File: config.mk
export PLATFORM = sky130hd
export DESIGN_NAME = cbpc_div_pipe
export DESIGN_NICKNAME = d
export VERILOG_FILES = /design/src/cbpc_div_pipe.sv
export SDC_FILE = /design/constraint.sdc
export NUM_CORES = 2
export LEC_CHECK = 0
export ABC_CLOCK_PERIOD_IN_PS = 4250
export BUFFER_PORTS_ARGS = -buffer_cell sky130_fd_sc_hd__buf_2
export CORE_MARGIN = 5
export CORE_UTILIZATION = 40
export CTS_CLUSTER_DIAMETER = 150
export CTS_CLUSTER_SIZE = 28
export DETAILED_ROUTE_END_ITERATION = 12
export GPL_TIMING_DRIVEN = 1
export PLACE_DENSITY = 0.64
export SLEW_MARGIN = 5
export SYNTH_ARGS = -nofsm -noshare
export SYNTH_HDL_FRONTEND = slang
export SYNTH_SLANG_ARGS = --single-unit
export TNS_END_PERCENT = 50
File: constraint.sdc
create_clock -name i_clk -period 4.25 [get_ports i_clk]
set_clock_uncertainty 0.1 [all_clocks]
set_input_delay 0.85 -clock i_clk [delete_from_list [all_inputs] [get_ports i_clk]]
set_output_delay 0.85 -clock i_clk [all_outputs]
set_load 0.1 [all_outputs]
File: src/cbpc_div_pipe.sv
// ----------------------------------------------------------------------------
// cbpc_div_pipe
// Pipelined restoring divider, one quotient bit per register stage. A
// sideband word rides along with each transaction.
// ----------------------------------------------------------------------------
module cbpc_div_pipe #(
    parameter int unsigned NW = 32,
    parameter int unsigned DW = 32,
    parameter int unsigned SW = 1
) (
    input  logic          i_clk,
    input  logic          i_rst_n,
    input  logic          i_valid,
    input  logic [NW-1:0] i_num,
    input  logic [DW-1:0] i_den,
    input  logic [SW-1:0] i_side,
    output logic          o_valid,
    output logic [NW-1:0] o_quo,
    output logic [SW-1:0] o_side
);

    logic          st_v    [0:NW];
    logic [DW-1:0] st_rem  [0:NW];
    logic [NW-1:0] st_dq   [0:NW];
    logic [DW-1:0] st_den  [0:NW];
    logic [SW-1:0] st_side [0:NW];

    // Feed the first stage
    assign st_v[0]    = i_valid;
    assign st_rem[0]  = '0;
    assign st_dq[0]   = i_num;
    assign st_den[0]  = i_den;
    assign st_side[0] = i_side;

    for (genvar k = 0; k < NW; k++) begin : g_stage
        logic [DW:0]   trial;
        logic          ge;
        logic [DW:0]   diff;

        // Trial subtract of the next dividend bit
        always_comb begin
            trial = {st_rem[k], st_dq[k][NW-1]};
            ge    = trial >= {1'b0, st_den[k]};
            diff  = trial - {1'b0, st_den[k]};
        end

        always_ff @(posedge i_clk) begin
            if (!i_rst_n) begin
                st_v[k+1] <= 1'b0;
            end else begin
                st_v[k+1] <= st_v[k];
            end
        end

        always_ff @(posedge i_clk) begin
            st_rem[k+1]  <= ge ? diff[DW-1:0] : trial[DW-1:0];
            st_dq[k+1]   <= {st_dq[k][NW-2:0], ge};
            st_den[k+1]  <= st_den[k];
            st_side[k+1] <= st_side[k];
        end
    end

    assign o_valid = st_v[NW];
    assign o_quo   = st_dq[NW];
    assign o_side  = st_side[NW];

endmodule

Word-level counts from Yosys, hierarchy flattened
Cells that the tools add are included.

Register bits after elaboration: 3072. Bits of input ports: 68. Output and inout port bits: 34. Logic and storage cells: 253.

Add/sub/neg operators: 31. Order comparisons: 32. Multiplexer cells: 31.

Operators with widths (number): 33-bit by 32-bit greater-or-equal comparator with 1-bit output (31); 32-bit 2-to-1 mux (30); 32-bit subtractor (30); 1-bit by 32-bit greater-or-equal comparator with 1-bit output (1); 1-bit by 32-bit subtractor with 32-bit output (1); 1-bit 2-to-1 mux (1).

Longest topological paths before layout
Depth in word-level cells: 2. Depth in mapped cells: 16. Mapped depth without buffers: 14.

Worst setup path after synthesis
OpenSTA, ideal clock, no wires.

Path kind: flip-flop to flip-flop. Start: reg st_den[162] in the netlist's numbering. End: reg st_rem, in the netlist g_stage[28].trial[27]. Setup time: 0.121 ns. Arrival time: 3.198 ns. Data required time: 4.029 ns. Setup slack: 0.831 ns. Cell stages (with the launch flop): 13. Buffers on the path: 0. Period minus slack after synthesis: 3.419 ns. Cells stage by stage: dfxtp_1 -> inv_1 -> ha_1 -> nor2b_1 -> o31a_1 -> o31ai_1 -> a21oi_1 -> a221o_1 -> a221o_1 -> a2111oi_4 -> o21ai_0 -> xnor2_1 -> mux2_2.

Cells in the longest elaborated chain, start to end: 2. Elaborated cells on any way between the ends: 3. Classes of those cells: add/sub: 1; order compare: 1; mux: 1.

RTL lines: start: declaration (line 25) `logic [DW-1:0] st_den [0:NW];`; start signal: indexed assignment (line 58) `st_den[k+1] <= st_den[k];`; 32-bit subtractor or 33-bit by 32-bit greater-or-equal comparator with 1-bit output (tied branches) (line 44, 43); 32-bit 2-to-1 mux (*) (line 56) `st_rem[k+1] <= ge ? diff[DW-1:0] : trial[DW-1:0];`; end signal: indexed assignment (line 56); end: declaration (line 23) `logic [DW-1:0] st_rem [0:NW];`.

Mark *: on every way between the ends. The rest lies on a longest branch, timed or not. A chain may end at the register's enable or synchronous reset.

Worst setup path in the final report
Start: reg st_den[257] in the netlist's numbering. End: reg st_rem, in the netlist g_stage[25].trial[12].

Same word-level chain as after synthesis.

==> out/metrics.yaml <==
synth-seq-area-share: 0.492
vias_per_cell: 5.01
nFillCells: 30000
min_period_ns: 4.03
synth_area_leader_cell: "dfxtp_1"
synth_common_cells: "dfxtp_1 (3072), inv_1 (1258), a21oi_1 (1040)"
clk_pin_slew_ns: 0.11
crit_arrival_ns: 4.74
io_buffer_count: 101
final.setup.tns_ns: 0
path_class: "reg -> reg"
grt_pass1_vias: 82400
drv_slew: 0
swShare: 0.298
cp.required_ns: 4.96
status: "finished clean"
yosysWarnings: 0
fin_crit_sh: 0.948
cp_slowest_cell: "dfxtp_1"
synth_seq_cells: 3072
syn_inst: 12800
grt_max_degree: 64
power_mw: 60.2
cts_buffers: 125
die_x_um: 569
ys_types: 91
ys.flop_type: "dfxtp_1"
syn-num-nets: 13800
die_y_um: 569
wl_per_cell_um: 16.6
cts_root_buf: "clkbuf_16"
placed_cell_area_sq_um: 131000
vias: 85000
drcViolationCount: 0
drive_above_1_share: 0.0636
fmax_mhz: 248
final_area_sq_um: 134000
rsz0062_at_grt: "no"
drt_pass1_iterations: 6
worstMarginPinSlew_ns: 1.09
crit_chain: "inv_1, ha_1, nor2b_1, o31a_1, o31ai_1, a21o_1, o211ai_1, a21oi_1, o21ai_0, a21oi_1, o21ai_4, buf_12, mux2_2"
slowest_delay_ns: 0.49
antenna_found_initial: 6
io_pins: 102
pwr_density_cell_nw_per_um2: 448
p_clk_frac: 0.231
dp_cells: 16800
internal-power_mw: 42.2
crit_buf_inv: 2
finalNetCount: 13900
cts_tree: "built"
clock_path_buffers: 4
syn_avg_cell_area_sq_um: 9.79
dr.first_iter.drc_count: 5710
grt_pass1_wl_um: 445000
num_rows: 205
instances_no_fill: 17000
switching_power_mw: 18.0
pwr-share-seq: 0.536
path_common_cell: "a21oi_1"
netlist_area_sq_um: 125000
min_path_type: "in -> reg"
core_area_sq_um: 311000
worstSetupEndpointType: "register"
finalSetupViolCount: 0
synth_top_area_share: 0.492
grt_overflow_total: 0
crit_family: "compound AO/OA/AOI/OAI gates"
track_usage: 0.168
clkSinkCount: 3072
worst-path-max-fanout: 38
syn_to_final_growth_pct: 7.60
yosysMostFrequentCell: "dfxtp_1"
dpl.hpwl_um: 219000
antenna_left: 0
gp_congestion: 0.923
htreeDepth: 3
p_comb_frac: 0.232
start_kind: "register"
drt-total-wl_um: 281000
die_area_sq_um: 324000
maxCapViolCount: 0
hold_violations: 0
worstSkewPairLatency_ns: 0.89
pre_cts_ws_ns: 0.256
vdd_drop_max_mv: 0.437
start_util: 0.401
p_leak_nw: 62.5
async_flop_share: 0
synth.area.top_cells: "dfxtp_1 (49%), ha_1 (10%), a21oi_1 (4.2%), inv_1 (3.8%), xnor2_1 (3.4%)"
setup_ws_ns: 0.223
synth_edf_count: 0
slew_headroom: 0.265
## cell type report
type / count / area, sq um / area share
Timing Repair Buffer: 272 / 2280 / 0.0170
Multi-Input combinational cell: 8085 / 57500 / 0.428
Inverter: 1258 / 4720 / 0.0351
Clock inverter: 6 / 85.1 / 0.000633
Antenna cell: 4 / 10.0 / 0.0000745
Tap cell: 4140 / 5180 / 0.0385
Sequential cell: 3072 / 61500 / 0.457
Clock buffer: 126 / 3140 / 0.0234
## final timing paths
path / startpoint / endpoint / slack (ns) / depth (start not counted)
setup / recovery: st_den[257]$_DFF_P_ / g_stage[25].trial[12]$_DFF_P_ / 0.22 / 13
hold / removal: i_valid / st_v[31]$_SDFF_PN0_ / 0.13 / 2
setup reg to reg: st_den[257]$_DFF_P_ / g_stage[25].trial[12]$_DFF_P_ / 0.22 / 13
hold reg to reg: st_dq[718]$_DFF_P_ / st_dq[687]$_DFF_P_ / 0.18 / 0
## stage by stage
step	utilization	hold WS, ns
after floorplan	-	0.210
after detailed placement	0.419	0.212
after global placement	0.419	0.210
after CTS	0.432	0.0403
after global routing	0.432	0.0961
final	0.432	0.132
## worst reg2reg max path, stage by stage, from the launching register on
cell and delay (ns):
dfxtp_1 0.49, inv_1 0.08, ha_1 0.31, nor2b_1 0.14
o31a_1 0.28, o31ai_1 0.43, a21o_1 0.26, o211ai_1 0.30
a21oi_1 0.33, o21ai_0 0.12, a21oi_1 0.37, o21ai_4 0.16
buf_12 0.22, mux2_2 0.32
## power groups by stage
stage | Clock (mW) | Combinational (mW) | Sequential [mW]
4_1_cts | 14.6 | 13.9 | 32.3
3_5_place_dp | 0 | 13.8 | 33.0
2_1_floorplan | 0 | 11.0 | 32.1
5_1_grt | 15.6 | 15.7 | 32.5
6_report | 13.9 | 14.0 | 32.3
3_3_place_gp | 0 | 13.7 | 33.0
## cells by family (layout without fill, tap and decap cells)
group / count (synthesis) / after routing / synth area share
buf+inv: 1600 / 1662 / 0.0495
simple gates: 2549 / 2549 / 0.0970
xor+xnor: 823 / 823 / 0.0577
mux: 401 / 401 / 0.0359
fa+ha+maj: 1024 / 1024 / 0.104
compound gates: 3288 / 3288 / 0.163
other cells: 0 / 4 / 0
flops: 3072 / 3072 / 0.492
## state kept, by name, summed over array words and instances (netlist names)
name	flops
o_valid	1
st_den	992
o_quo	32
st_side	31
st_dq	961
st_v	31
o_side	1
g_stage.trial	1023
## cell usage in the layout, fill, tap and decap left out, drive strengths merged, types with 181 or more instances in the layout
master	n
nand2	843
mux2	370
dfxtp	3072
xnor2	480
nor2	623
buf	209
a21o	507
xor2	343
nand4	181
ha	994
inv	1261
o21ai	847
a21oi	1043
## layer usage
layer	part of all wire	GRT usage
met5	0	0
met4	0.034	0.0539
met3	0.032	0.0140
met2	0.46	0.288
met1	0.47	0.224
## what timing repair did
item / CTS / global route
setup endpoints to repair: 0 / 2
hold buffers: 63 / 0
gates resized for setup: 0 / 2
hold endpoints to repair: 63 / 0
setup buffers: 0 / 0
(Power assumes the default switching activity.)
